[src/sv/pickup_difference_over_sum_averager_assert.svh]
// Assertion macros shared by the pickup difference-over-sum averager.
// Depends on nothing; included by the top level.
`ifndef PICKUP_DIFFERENCE_OVER_SUM_AVERAGER_ASSERT_SVH
`define PICKUP_DIFFERENCE_OVER_SUM_AVERAGER_ASSERT_SVH

// Antecedent in one cycle implies the consequent in the next cycle.
`define PDSA_ASSERT_NEXT(lbl, clk, rst, ante, cons) \
   lbl: assert property (@(posedge clk) disable iff (rst) (ante) |=> (cons)) \
      else $error("next-cycle check failed");

// Antecedent implies the consequent in the same cycle.
`define PDSA_ASSERT_NOW(lbl, clk, rst, ante, cons) \
   lbl: assert property (@(posedge clk) disable iff (rst) (ante) |-> (cons)) \
      else $error("same-cycle check failed");

// Check that holds in the cycle after reset is seen.
`define PDSA_ASSERT_AFTER_RESET(lbl, clk, rst, cons) \
   lbl: assert property (@(posedge clk) (rst) |=> (cons)) \
      else $error("post-reset check failed");

`endif

[src/sv/pdsa_pkg.sv]
// Package for the pickup difference-over-sum averager: sizes, state type
// and the command/status structs between controller and datapath. No dependencies.
package pdsa_pkg;

   localparam int WINDOW      = 16;
   localparam int SAMPLE_BITS = 16;  // at most the 16-bit port width
   localparam int CHANNELS    = 6;

   localparam int SLOT_W    = (WINDOW > 1) ? $clog2(WINDOW) : 1;
   localparam int SUM_W     = SAMPLE_BITS + $clog2(WINDOW);
   localparam int DIFF_W    = SUM_W + 1;
   localparam int ND_W      = SUM_W + 3;
   localparam int REM_W     = ND_W + 1;
   localparam int Q_BITS    = 16;
   localparam int FRAC_BITS = 14;
   localparam int QINT_BITS = Q_BITS - FRAC_BITS;
   localparam int CNT_W     = $clog2(Q_BITS);
   localparam int SCALE_W   = 31;
   localparam int RES_W     = 32;
   localparam int PROD_W    = Q_BITS + SCALE_W + 1;
   localparam int SH_W      = PROD_W - FRAC_BITS;

   localparam logic [SCALE_W-1:0] SCALE_RESET = SCALE_W'(65536);

   typedef enum logic [2:0] {
      ST_IDLE,
      ST_UPDATE,
      ST_DIFF,
      ST_PREP,
      ST_DIV,
      ST_MUL,
      ST_SCALE,
      ST_DONE
   } state_type;

   typedef struct packed {
      logic capture;
      logic update;
      logic diff;
      logic prep;
      logic div_step;
      logic mul;
      logic scale;
      logic load_out;
   } cmd_type;

   typedef struct packed {
      logic shot_ok;
      logic div_last;
      logic out_free;
   } status_type;

endpackage

[src/sv/pickup_difference_over_sum_averager.sv]
// Top level of the pickup difference-over-sum averager.
// Instantiates pdsa_ctrl and pdsa_datapath; uses pdsa_pkg and the assertion header.
//
// Usage:
//   The req channel carries one beat per beam shot: four pickup samples and
//   two reference samples, signed 16 bits. The rsp channel returns one beat
//   per shot: the Q16.16 scaled difference-over-sum value and a flag that is
//   set when the ratio was computed for this shot. When a window difference
//   or the denominator is zero, the flag is clear and the last good value is
//   repeated. The csr port writes the 31-bit Q15.16 scale factor; write it
//   only while no shot is in flight.
//   A shot that computes a ratio passes through the update, diff and prep
//   states, the sixteen iterations of the serial restoring divider, and the
//   mul, scale and done states; a degenerate shot goes from prep to done.
//   One shot is worked at a time, so a new beat is taken only after the
//   previous result has been handed to the output register.
//   Reset clears the window (through per-entry valid bits), the running sums,
//   the held value and the write slot, and loads the scale factor with 1.0.
//   If the receiver stalls, the result waits in the output register; the next
//   shot is accepted and computed meanwhile, and only its handoff waits.
`include "pickup_difference_over_sum_averager_assert.svh"

module pickup_difference_over_sum_averager (
   input  logic                               clock,
   input  logic                               reset,
   input  logic                               req_valid,
   output logic                               req_ready,
   input  logic signed [15:0]                 req_pickup_one,
   input  logic signed [15:0]                 req_pickup_two,
   input  logic signed [15:0]                 req_reference_one,
   input  logic signed [15:0]                 req_pickup_three,
   input  logic signed [15:0]                 req_pickup_four,
   input  logic signed [15:0]                 req_reference_two,
   output logic                               rsp_valid,
   input  logic                               rsp_ready,
   output logic signed [pdsa_pkg::RES_W-1:0]  rsp_resolution_value,
   output logic                               rsp_ratio_valid,
   input  logic                               csr_wr_en,
   input  logic [pdsa_pkg::SCALE_W-1:0]       csr_wr_data
);

   pdsa_pkg::cmd_type    cmd;
   pdsa_pkg::status_type status;

   // The controller only sequences; all arithmetic and storage is in the datapath.
   pdsa_ctrl u_ctrl (
      .clock     (clock),
      .reset     (reset),
      .req_valid (req_valid),
      .req_ready (req_ready),
      .status    (status),
      .cmd       (cmd)
   );

   pdsa_datapath u_datapath (
      .clock                (clock),
      .reset                (reset),
      .cmd                  (cmd),
      .status               (status),
      .req_pickup_one       (req_pickup_one),
      .req_pickup_two       (req_pickup_two),
      .req_reference_one    (req_reference_one),
      .req_pickup_three     (req_pickup_three),
      .req_pickup_four      (req_pickup_four),
      .req_reference_two    (req_reference_two),
      .csr_wr_en            (csr_wr_en),
      .csr_wr_data          (csr_wr_data),
      .rsp_ready            (rsp_ready),
      .rsp_valid            (rsp_valid),
      .rsp_resolution_value (rsp_resolution_value),
      .rsp_ratio_valid      (rsp_ratio_valid)
   );

   // A shot that was just accepted keeps the input closed for its work.
   `PDSA_ASSERT_NEXT(a_busy_after_accept, clock, reset, req_valid && req_ready, !req_ready)
   // The output register is loaded only when its previous beat is gone.
   `PDSA_ASSERT_NOW(a_load_when_free, clock, reset, cmd.load_out, status.out_free)
   // Reset leaves no result pending and the input open.
   `PDSA_ASSERT_AFTER_RESET(a_reset_state, clock, reset, !rsp_valid && req_ready)

endmodule

[src/sv/pdsa_datapath.sv]
// Datapath of the pickup difference-over-sum averager: window memory, running
// sums, differences, serial divider, scaling multiplier and output register. Uses pdsa_pkg.
module pdsa_datapath (
   input  logic                          clock,
   input  logic                          reset,
   input  pdsa_pkg::cmd_type             cmd,
   output pdsa_pkg::status_type          status,
   input  logic signed [15:0]            req_pickup_one,
   input  logic signed [15:0]            req_pickup_two,
   input  logic signed [15:0]            req_reference_one,
   input  logic signed [15:0]            req_pickup_three,
   input  logic signed [15:0]            req_pickup_four,
   input  logic signed [15:0]            req_reference_two,
   input  logic                          csr_wr_en,
   input  logic [pdsa_pkg::SCALE_W-1:0]  csr_wr_data,
   input  logic                          rsp_ready,
   output logic                          rsp_valid,
   output logic signed [pdsa_pkg::RES_W-1:0] rsp_resolution_value,
   output logic                          rsp_ratio_valid
);

   localparam int SB  = pdsa_pkg::SAMPLE_BITS;
   localparam int CH  = pdsa_pkg::CHANNELS;
   localparam int ROW = CH * SB;

   // Captured shot, channel order pu1, pu2, ref1, pu3, pu4, ref2.
   logic signed [SB-1:0] req_sample [CH];
   logic signed [SB-1:0] sample_ff [CH];

   // Window memory; entries not yet written read as zero through valid bits.
   logic [ROW-1:0]                  hist_mem [pdsa_pkg::WINDOW];
   logic [pdsa_pkg::WINDOW-1:0]     entry_valid_ff;
   logic [ROW-1:0]                  rd_data_ff;
   logic                            rd_valid_ff;
   logic [pdsa_pkg::SLOT_W-1:0]     slot_ff;
   logic [ROW-1:0]                  wr_row;

   logic signed [pdsa_pkg::SUM_W-1:0] sums_ff [CH];

   logic signed [pdsa_pkg::DIFF_W-1:0] d11, d12, d21, d22;
   logic signed [pdsa_pkg::DIFF_W:0]   pair1, pair2;
   logic signed [pdsa_pkg::ND_W-1:0]   num_c, den_c, num_ff, den_ff;
   logic                               shot_ok_ff;

   logic [pdsa_pkg::ND_W-1:0]    mag_n, mag_d, mag_d_ff;
   logic [pdsa_pkg::REM_W-1:0]   rem_ff, rem_try;
   logic [pdsa_pkg::Q_BITS-1:0]  dvd_ff, quo_ff;
   logic [pdsa_pkg::CNT_W-1:0]   cnt_ff;
   logic                         neg_ff, sat_ff, rem_ge;

   logic [pdsa_pkg::SCALE_W-1:0]       scale_ff;
   logic signed [pdsa_pkg::Q_BITS-1:0] q_val;
   logic signed [pdsa_pkg::SCALE_W:0]  scale_s;
   logic signed [pdsa_pkg::PROD_W-1:0] prod_c, prod_ff, prod_adj;
   logic signed [pdsa_pkg::SH_W-1:0]   shifted;
   logic signed [pdsa_pkg::RES_W-1:0]  res_sat, last_res_ff;
   logic                               fits;

   logic                               rsp_valid_ff, out_ok_ff;
   logic signed [pdsa_pkg::RES_W-1:0]  out_value_ff;

   always_comb begin
      req_sample[0] = req_pickup_one[SB-1:0];
      req_sample[1] = req_pickup_two[SB-1:0];
      req_sample[2] = req_reference_one[SB-1:0];
      req_sample[3] = req_pickup_three[SB-1:0];
      req_sample[4] = req_pickup_four[SB-1:0];
      req_sample[5] = req_reference_two[SB-1:0];
      for (int c = 0; c < CH; c++) begin
         wr_row[c*SB +: SB] = sample_ff[c];
      end
   end

   always_ff @(posedge clock) begin
      if (cmd.capture) begin
         for (int c = 0; c < CH; c++) begin
            sample_ff[c] <= req_sample[c];
         end
         rd_data_ff  <= hist_mem[slot_ff];
         rd_valid_ff <= entry_valid_ff[slot_ff];
      end
      if (cmd.update) begin
         hist_mem[slot_ff] <= wr_row;
      end
   end

   // Window bookkeeping and running sums.
   always_ff @(posedge clock) begin
      if (reset) begin
         entry_valid_ff <= '0;
         slot_ff        <= '0;
         for (int c = 0; c < CH; c++) begin
            sums_ff[c] <= '0;
         end
      end else if (cmd.update) begin
         entry_valid_ff[slot_ff] <= 1'b1;
         if (slot_ff == pdsa_pkg::SLOT_W'(pdsa_pkg::WINDOW - 1)) begin
            slot_ff <= '0;
         end else begin
            slot_ff <= slot_ff + 1'b1;
         end
         for (int c = 0; c < CH; c++) begin
            sums_ff[c] <= sums_ff[c]
                        - (rd_valid_ff ? pdsa_pkg::SUM_W'($signed(rd_data_ff[c*SB +: SB]))
                                       : '0)
                        + pdsa_pkg::SUM_W'(sample_ff[c]);
         end
      end
   end

   always_comb begin
      d11   = pdsa_pkg::DIFF_W'(sums_ff[0]) - pdsa_pkg::DIFF_W'(sums_ff[2]);
      d12   = pdsa_pkg::DIFF_W'(sums_ff[1]) - pdsa_pkg::DIFF_W'(sums_ff[2]);
      d21   = pdsa_pkg::DIFF_W'(sums_ff[3]) - pdsa_pkg::DIFF_W'(sums_ff[5]);
      d22   = pdsa_pkg::DIFF_W'(sums_ff[4]) - pdsa_pkg::DIFF_W'(sums_ff[5]);
      pair1 = (pdsa_pkg::DIFF_W+1)'(d11) + (pdsa_pkg::DIFF_W+1)'(d12);
      pair2 = (pdsa_pkg::DIFF_W+1)'(d21) + (pdsa_pkg::DIFF_W+1)'(d22);
      num_c = pdsa_pkg::ND_W'(pair1) - pdsa_pkg::ND_W'(pair2);
      den_c = pdsa_pkg::ND_W'(pair1) + pdsa_pkg::ND_W'(pair2);
   end

   always_ff @(posedge clock) begin
      if (reset) begin
         shot_ok_ff <= 1'b0;
      end else if (cmd.diff) begin
         shot_ok_ff <= (d11 != 0) && (d12 != 0) && (d21 != 0) && (d22 != 0)
                       && (den_c != 0);
      end
   end

   always_ff @(posedge clock) begin
      if (cmd.diff) begin
         num_ff <= num_c;
         den_ff <= den_c;
      end
   end

   // Restoring divider on magnitudes, one quotient bit per cycle.
   always_comb begin
      mag_n   = num_ff[pdsa_pkg::ND_W-1] ? -num_ff : num_ff;
      mag_d   = den_ff[pdsa_pkg::ND_W-1] ? -den_ff : den_ff;
      rem_try = {rem_ff[pdsa_pkg::REM_W-2:0], dvd_ff[pdsa_pkg::Q_BITS-1]};
      rem_ge  = rem_try >= {1'b0, mag_d_ff};
   end

   always_ff @(posedge clock) begin
      if (cmd.prep) begin
         mag_d_ff <= mag_d;
         neg_ff   <= num_ff[pdsa_pkg::ND_W-1] ^ den_ff[pdsa_pkg::ND_W-1];
         // Quotient would need more than Q_BITS bits: saturate; the division result is then ignored.
         sat_ff   <= {2'b00, mag_n} >= {mag_d, 2'b00};
         rem_ff   <= pdsa_pkg::REM_W'(mag_n >> pdsa_pkg::QINT_BITS);
         dvd_ff   <= {mag_n[pdsa_pkg::QINT_BITS-1:0], {pdsa_pkg::FRAC_BITS{1'b0}}};
         quo_ff   <= '0;
         cnt_ff   <= '0;
      end else if (cmd.div_step) begin
         rem_ff <= rem_ge ? rem_try - {1'b0, mag_d_ff} : rem_try;
         dvd_ff <= dvd_ff << 1;
         quo_ff <= {quo_ff[pdsa_pkg::Q_BITS-2:0], rem_ge};
         cnt_ff <= cnt_ff + 1'b1;
      end
   end

   // Signed, saturated Q2.14 ratio and the scale product.
   always_comb begin
      if (!neg_ff) begin
         if (sat_ff || quo_ff[pdsa_pkg::Q_BITS-1]) begin
            q_val = {1'b0, {(pdsa_pkg::Q_BITS-1){1'b1}}};
         end else begin
            q_val = quo_ff;
         end
      end else begin
         if (sat_ff || (quo_ff[pdsa_pkg::Q_BITS-1] && (quo_ff[pdsa_pkg::Q_BITS-2:0] != 0))) begin
            q_val = {1'b1, {(pdsa_pkg::Q_BITS-1){1'b0}}};
         end else begin
            q_val = -quo_ff;
         end
      end
      scale_s = {1'b0, scale_ff};
      prod_c  = pdsa_pkg::PROD_W'(q_val) * pdsa_pkg::PROD_W'(scale_s);
   end

   always_ff @(posedge clock) begin
      if (cmd.mul) begin
         prod_ff <= prod_c;
      end
   end

   // Divide by 2^14 toward zero, then clamp to 32 bits.
   always_comb begin
      prod_adj = prod_ff + (prod_ff[pdsa_pkg::PROD_W-1]
                            ? pdsa_pkg::PROD_W'((1 << pdsa_pkg::FRAC_BITS) - 1)
                            : pdsa_pkg::PROD_W'(0));
      shifted  = prod_adj[pdsa_pkg::PROD_W-1:pdsa_pkg::FRAC_BITS];
      fits     = (shifted[pdsa_pkg::SH_W-1:pdsa_pkg::RES_W-1] == '0)
                 || (shifted[pdsa_pkg::SH_W-1:pdsa_pkg::RES_W-1] == '1);
      if (fits) begin
         res_sat = shifted[pdsa_pkg::RES_W-1:0];
      end else if (shifted[pdsa_pkg::SH_W-1]) begin
         res_sat = {1'b1, {(pdsa_pkg::RES_W-1){1'b0}}};
      end else begin
         res_sat = {1'b0, {(pdsa_pkg::RES_W-1){1'b1}}};
      end
   end

   always_ff @(posedge clock) begin
      if (reset) begin
         last_res_ff <= '0;
         scale_ff    <= pdsa_pkg::SCALE_RESET;
      end else begin
         if (cmd.scale) begin
            last_res_ff <= res_sat;
         end
         if (csr_wr_en) begin
            scale_ff <= csr_wr_data;
         end
      end
   end

   // Output register decouples the result from the next shot's work.
   always_ff @(posedge clock) begin
      if (reset) begin
         rsp_valid_ff <= 1'b0;
      end else if (cmd.load_out) begin
         rsp_valid_ff <= 1'b1;
      end else if (rsp_ready) begin
         rsp_valid_ff <= 1'b0;
      end
   end

   always_ff @(posedge clock) begin
      if (cmd.load_out) begin
         out_value_ff <= last_res_ff;
         out_ok_ff    <= shot_ok_ff;
      end
   end

   assign status.shot_ok  = shot_ok_ff;
   assign status.div_last = (cnt_ff == pdsa_pkg::CNT_W'(pdsa_pkg::Q_BITS - 1));
   assign status.out_free = !rsp_valid_ff || rsp_ready;

   assign rsp_valid            = rsp_valid_ff;
   assign rsp_resolution_value = out_value_ff;
   assign rsp_ratio_valid      = out_ok_ff;

endmodule

[src/sv/pdsa_ctrl.sv]
// Controller of the pickup difference-over-sum averager: sequences one shot
// through the datapath. Uses pdsa_pkg.
module pdsa_ctrl (
   input  logic                 clock,
   input  logic                 reset,
   input  logic                 req_valid,
   output logic                 req_ready,
   input  pdsa_pkg::status_type status,
   output pdsa_pkg::cmd_type    cmd
);

   pdsa_pkg::state_type state_ff, state_in;

   always_ff @(posedge clock) begin
      if (reset) begin
         state_ff <= pdsa_pkg::ST_IDLE;
      end else begin
         state_ff <= state_in;
      end
   end

   always_comb begin
      state_in  = state_ff;
      cmd       = '0;
      req_ready = 1'b0;
      case (state_ff)
         pdsa_pkg::ST_IDLE: begin
            req_ready = 1'b1;
            if (req_valid) begin
               cmd.capture = 1'b1;
               state_in    = pdsa_pkg::ST_UPDATE;
            end
         end
         pdsa_pkg::ST_UPDATE: begin
            cmd.update = 1'b1;
            state_in   = pdsa_pkg::ST_DIFF;
         end
         pdsa_pkg::ST_DIFF: begin
            cmd.diff = 1'b1;
            state_in = pdsa_pkg::ST_PREP;
         end
         pdsa_pkg::ST_PREP: begin
            // A degenerate shot skips the arithmetic and repeats the held value.
            if (status.shot_ok) begin
               cmd.prep = 1'b1;
               state_in = pdsa_pkg::ST_DIV;
            end else begin
               state_in = pdsa_pkg::ST_DONE;
            end
         end
         pdsa_pkg::ST_DIV: begin
            cmd.div_step = 1'b1;
            if (status.div_last) begin
               state_in = pdsa_pkg::ST_MUL;
            end
         end
         pdsa_pkg::ST_MUL: begin
            cmd.mul  = 1'b1;
            state_in = pdsa_pkg::ST_SCALE;
         end
         pdsa_pkg::ST_SCALE: begin
            cmd.scale = 1'b1;
            state_in  = pdsa_pkg::ST_DONE;
         end
         pdsa_pkg::ST_DONE: begin
            if (status.out_free) begin
               cmd.load_out = 1'b1;
               state_in     = pdsa_pkg::ST_IDLE;
            end
         end
         default: begin
            state_in = pdsa_pkg::ST_IDLE;
         end
      endcase
   end

endmodule
[config.mk]
export PLATFORM = sky130hd
export DESIGN_NAME = pickup_difference_over_sum_averager
export DESIGN_NICKNAME = d
export VERILOG_FILES = /design/src/sv/pdsa_pkg.sv /design/src/sv/pickup_difference_over_sum_averager.sv /design/src/sv/pdsa_datapath.sv /design/src/sv/pdsa_ctrl.sv
export VERILOG_INCLUDE_DIRS = /design/src /design/src/sv
export SDC_FILE = /design/constraint.sdc
export NUM_CORES = 2
export LEC_CHECK = 0
export ABC_AREA = 1
export BUFFER_PORTS_ARGS = -buffer_cell sky130_fd_sc_hd__buf_2
export CAP_MARGIN = 30
export CORE_MARGIN = 4
export CORE_UTILIZATION = 45
export CTS_CLUSTER_DIAMETER = 150
export DETAILED_ROUTE_END_ITERATION = 8
export GPL_ROUTABILITY_DRIVEN = 0
export MAX_ROUTING_LAYER = met4
export SLEW_MARGIN = 40
export SYNTH_ARGS = -nofsm -noshare
export SYNTH_HDL_FRONTEND = slang
export SYNTH_SLANG_ARGS = --single-unit
[constraint.sdc]
create_clock -name clock -period 10.34 [get_ports clock]
set_input_delay 0.517 -clock clock [delete_from_list [all_inputs] [get_ports clock]]
set_output_delay 0.517 -clock clock [all_outputs]
set_load 0.1 [all_outputs]
==> Word level (Yosys, flattened, before mapping) <==
Memories as Yosys holds them, arrays and structs flattened. A register that Yosys moved wholly into a read port is not among the register bits.
Index checks and enable logic that the tools add are counted.
{ "totals": {"regBits": 286, "latchBits": 0, "mem_bits_rw": 1752, "romBits": 0, "out_inout_bits": 35, "elab_cells": 156, "n_memories": 3} }
{ "op_classes": {"add_sub_neg": 27, "n_mul": 1, "div": 0, "n_lt_le_gt_ge": 4, "eq_ne": 13, "shift": 0, "mux": 57, "bitwise_logic": 8, "reduce_logical": 22} }
{ "mem_list": {"columns": ["name", "words", "word_bits", "read_ports", "rd_ports_with_merged_regs", "write_ports", "line_no", "text"], "rows": [
  ["u_datapath.hist_mem", 16, 96, 1, 1, 1, "pdsa_datapath.sv:31", "logic [ROW-1:0] hist_mem [pdsa_pkg::WINDOW];"],
  ["u_datapath.sums_ff", 6, 20, 6, 0, 6, "pdsa_datapath.sv:38", "logic signed [pdsa_pkg::SUM_W-1:0] sums_ff [CH];"],
  ["u_datapath.sample_ff", 6, 16, 6, 0, 6, "pdsa_datapath.sv:28", "logic signed [SB-1:0] sample_ff [CH];"]
]} }
{ "op_table": {"columns": ["cell", "count"], "rows": [
  ["two-way mux 20 bit", 12],
  ["nonzero test 32 bit", 5],
  ["adder 20 bit", 6],
  ["subtractor 20 bit", 6],
  ["subtractor 20 x 20 -> 21 bit", 4],
  ["two-way mux 16 bit", 5],
  ["two-way mux 23 bit", 3],
  ["two-way mux 32 bit", 2],
  ["adder 48 bit", 1],
  ["multiplier 16 x 32 -> 48 bit", 1],
  ["negator 23 bit", 2],
  ["adder 21 x 21 -> 22 bit", 2],
  ["two-way mux 21 bit", 2],
  ["greater-or-equal comparator 23 x 25 -> 1 bit", 1],
  ["greater-or-equal comparator 24 x 23 -> 1 bit", 1],
  ["two-way mux 1 bit", 24],
  ["one-hot mux 3 bit (8 select lines)", 1],
  ["adder 22 x 22 -> 23 bit", 1],
  ["subtractor 22 x 22 -> 23 bit", 1],
  ["subtractor 23 bit", 1],
  ["negator 16 bit", 1],
  ["OR 16 bit", 1],
  ["equality test 3 bit, second input constant", 5],
  ["nonzero test 15 bit", 1],
  ["other kinds (21)", 43]
]} }

==> Logic depth before layout (Yosys ltp) <==
An unclocked memory read counts as a cell.
{ "depth": {"word_depth": 7, "depth_mapped": 44, "ltp_nobuf": 43} }

==> Modules after synthesis <==
Synthesis repeated with hierarchy kept, for this count alone.
{ "hier_totals": {"hier_cells": 11708, "area_unflattened_um2": 118327.2} }
{ "by_module_without_submodules": {"columns": ["mod", "n_inst", "cells_per_inst", "area_per_inst_um2", "seq_area_each_um2"], "rows": [
  ["pdsa_datapath", 1, 11672, 118069.5, 62890.3],
  ["pdsa_ctrl", 1, 36, 257.7, 60.1]
]} }

==> Least setup slack after synthesis <==
Ideal clock, no wire load.
{ "synth_timing": {"path_kind": "register to register", "startpoint": "register u_ctrl.state_ff[0]", "endpoint": "register u_datapath.rd_data_ff[0] (read register of u_datapath.hist_mem), enable pin", "arrival_ns": 10.016, "required_time_ns": 9.590, "slack_ns": -0.427, "stages_incl_launch_ff": 6, "path_cell_list": "dfxtp_1 > nor2_1 > inv_1 > nor2_1 > inv_1 > nor2_1"} }
{ "synth_lines": {"columns": ["element", "line_no", "text"], "rows": [
  ["start, declared", "pdsa_ctrl.sv:12", "pdsa_pkg::state_type state_ff, state_in;"],
  ["start signal, assigned", "pdsa_ctrl.sv:16", "state_ff <= pdsa_pkg::ST_IDLE;"],
  ["start signal, assigned", "pdsa_ctrl.sv:18", "state_ff <= state_in;"],
  ["end, declared", "pdsa_datapath.sv:33", "logic [ROW-1:0] rd_data_ff;"]
]} }

==> Worst setup path in the final report <==
{ "layout_timing": {"startpoint": "register u_datapath.quo_ff[0] in the netlist's numbering", "endpoint": "register u_datapath.prod_ff[47] in the netlist's numbering (data pin)"} }
{ "layout_via": {"elab_chain_len": 6} }
{ "layout_rtl": {"columns": ["element", "line_no", "text"], "rows": [
  ["start, declared", "pdsa_datapath.sv:47", "logic [pdsa_pkg::Q_BITS-1:0] dvd_ff, quo_ff;"],
  ["start signal, assigned", "pdsa_datapath.sv:159", "quo_ff <= {quo_ff[pdsa_pkg::Q_BITS-2:0], rem_ge};"],
  ["parallel branches: the longest is 4 deep, another holds negator 16 bit", null, null],
  ["two-way mux 16 bit *", "pdsa_datapath.sv:166", "if (!neg_ff) begin"],
  ["multiplier 16 x 32 -> 48 bit *", "pdsa_datapath.sv:180", "prod_c = pdsa_pkg::PROD_W'(q_val) * pdsa_pkg::PROD_W'(scale_s);"],
  ["named net u_datapath.prod_c (one bit)", "pdsa_datapath.sv:54", "logic signed [pdsa_pkg::PROD_W-1:0] prod_c, prod_ff, prod_adj;"],
  ["end signal, assigned", "pdsa_datapath.sv:185", "prod_ff <= prod_c;"],
  ["end, declared", "pdsa_datapath.sv:54", null]
]} }
Mark *: on every way through the listed nets, which the timed path passes.
A chain may end at the register's enable or synchronous reset.

==> impl_metrics.ini <==
[sta]
worst_slack_ns = 1.57
fin_crit_sh = 0.848
finalMaxSlewViolations = 0
finClkSkew_ns = 0.107
maxSlewHeadroom = 0.356
fmax_mhz = 114
tightest_slew_ns = 0.966
tns_ns = 0
fin_crit_ns = 8.77
grt_setup_unrepaired = false
finalSetupViolCount = 0
hold_viol_final = 0

[synth]
synth_top_family_by_area = adder cells
synth.avg_cell_area_um2 = 10.0
ys_seq_elements = 2133
synth_cell_types = 56
synthAdderAreaFrac = 0.143
netlist.area_leader.share = 0.514
yosys.area_share.simple = 0.131
synthCells = 11800
ys_warn_count = 0
synth_area_leaders = edfxtp_1 (51%), fa_1 (8.9%), nand2_1 (5.6%)
synth-edff-count = 2023
yosysMostFrequentCell = edfxtp_1
syn_area_um2 = 118000
synth.yosys.seq_area_share = 0.532
syn_nets = 12900
synthMuxAreaShare = 0
synth_common_cells = edfxtp_1 (2023), nand2_1 (1767), inv_1 (1755)
synth-async-reset-ratio = 0
synth_compound_area_frac = 0.107
synth_xor_xnor_area_share = 0.0164
synth_largest_area_cell = edfxtp_1
synth_ff_type = edfxtp_1

[routing]
routed_wl_um = 335000
via_count = 86300
drt_iter0_drc = 8601
post_drt_via_cell_ratio = 5.52
antenna_left = 0
wl_per_cell_um = 21.4
first_pass_iters = 6
drc = 0

[worst_setup_path]
cpMostUsedCell = nand2_1
cp.required_ns = 10.91
r2r_slack_ns = 1.57
r2r-end = u_datapath.prod_ff[47]$_DFFE_PP_
crit_type = reg2reg
crit_slowest_cell = inv_1
r2r_start = u_datapath.quo_ff[0]$_SDFFE_PP0P_
critPathMaxFanout = 20
reg2reg_depth = 38
worstPathArrival_ns = 9.34
cpPeakStageDelay_ns = 0.71
crit_path_end = u_datapath.prod_ff[47]$_DFFE_PP_
startpoint = u_datapath.quo_ff[0]$_SDFFE_PP0P_
crit_path_end_kind = flip-flop
crit_path_start_kind = flip-flop

[clock_network]
clk_path_buf_depth = 4
cts_tree = yes
post_cts_buffers = 0
cts_sinks = 2133
cts_buffers = 230
clkLatencyLatePin_ns = 0.91
h-tree-depth = 4
ctsResizeCount = 0
cts-root-buf = clkbuf_16
cts_hold_buffers = 124
path_clk_slew_ns = 0.06

[floorplan]
pin_count = 167
die_w_um = 521
core_area_um2 = 261000
die_h_um = 521
dieArea_um2 = 271000
initial_core_util = 0.454
fp-row-count = 187

[place]
pre_cts_slack_ns = 1.71
dp_hpwl_um = 211000
io_buffers = 166

[global_route]
grt-ovfl-total = 0
grt_usage = 0.249
grt_pass1_wl_um = 508000
grt_max_degree = 193
antenna_found_initial = 3
grt_pass1_vias = 84300

[status]
outcome = completed

[final_layout]
final_nets = 13100
syn_to_final_growth_pct = 11.7
drive_above_1_share = 0.0556

[min_path]
min_from = csr_wr_data[25]
min-delay-path-class = in2reg
min_path_cells = 3

[run]
max_cap_violations = 0
==> cell usage in the layout, fill, tap and decap left out, types with 18 or more instances in the layout <==
cell type / instances
a21o_1: 31
a21oi_1: 539
a31oi_1: 25
buf_12: 18
buf_2: 166
buf_4: 42
buf_6: 23
bufinv_16: 20
clkbuf_1: 44
clkbuf_16: 230
clkinv_1: 67
clkinv_2: 37
dfxtp_1: 108
dlygate4sd3_1: 124
edfxtp_1: 2023
fa_1: 527
ha_1: 507
inv_1: 1754
nand2_1: 1766
nand3_1: 216
nand4_1: 156
nor2_1: 1515
nor2_4: 23
nor3_1: 69
nor4_1: 37
o21a_1: 34
o21ai_0: 1188
o21bai_1: 21
o22ai_1: 405
or2_2: 19
xnor2_1: 62
xor2_1: 157
==> worst max-delay path: cells and delay by family (launching register included) <==
kind | cells | cell delay, ns
adder cells (fa/ha/maj) | 8 | 3.52
flip-flops | 1 | 0.33
XOR/XNOR | 1 | 0.16
AO/OA/AOI/OAI | 4 | 0.73
AND/OR/NAND/NOR | 16 | 2.25
buffers and inverters | 9 | 1.49
==> metrics by stage <==
stage,utilization,cells,hold slack [ns],cell area (um^2)
floorplan,-,11800,0.403,118000
detailed placement,0.473,15100,0.410,123000
global placement,0.471,15100,0.409,123000
CTS,0.506,15600,0.0138,132000
finish,0.507,15700,0.0582,132000
global route,0.507,15600,0.0326,132000
==> state kept, by name, summed over array words and instances, names as in the netlist, 2 cells and up <==
signal,cells
u_datapath.hist_mem,1536
u_datapath.sums_ff,120
u_datapath.rd_data_ff,96
u_datapath.sample_ff,96
u_datapath.prod_ff,48
u_datapath.last_res_ff,32
u_datapath.rsp_resolution_value,32
u_datapath.scale_ff,31
u_datapath.mag_d_ff,23
u_datapath.num_ff,23
u_datapath.rem_ff,23
u_datapath.den_ff,22
u_datapath.entry_valid_ff,16
u_datapath.quo_ff,16
u_datapath.cnt_ff,4
u_datapath.slot_ff,4
u_ctrl.state_ff,3
u_datapath.dvd_ff,2
==> per-layer routing <==
layer | share of wire | track usage
met1 | 0.43 | 0.337
met2 | 0.47 | 0.397
met3 | 0.075 | 0.0311
met4 | 0.030 | 0.0694
met5 | 0 | -
==> area by class of cell <==
| class | count | area [um^2] |
|---|---|---|
| multi-input combinational | 7420 | 47100 |
| timing repair buffer | 401 | 3630 |
| fill | 23400 | 129000 |
| sequential | 2133 | 63000 |
| clock buffer | 278 | 5980 |
| antenna | 4 | 10.0 |
| tap | 3496 | 4370 |
| inverter | 1783 | 6720 |
| clock inverter | 136 | 1310 |
==> worst min-delay path by stage <==
| stage | slack (ns) | endpoint |
|---|---|---|
| global placement | 0.41 | u_datapath.rsp_resolution_value[26]$_DFFE_PP_ |
| CTS | 0.01 | u_datapath.scale_ff[25]$_SDFFE_PP0P_ |
| finish | 0.06 | u_datapath.scale_ff[25]$_SDFFE_PP0P_ |
| floorplan | 0.40 | u_datapath.rsp_resolution_value[0]$_DFFE_PP_ |
| detailed placement | 0.41 | u_datapath.rsp_resolution_value[8]$_DFFE_PP_ |
| global route | 0.03 | u_datapath.scale_ff[25]$_SDFFE_PP0P_ |
==> cell families (layout without fill, tap and decap cells) <==
family          Yosys count  count (layout)
flops                  2133            2133
simple gates           3841            3841
compound gates         2325            2325
fa+ha+maj              1034            1034
xor+xnor                220             220
buf+inv                2223            2598
other cells               0               4
Power is not shown: default switching activity piles up to over one toggle a cycle in this logic, so the estimate is an artifact.
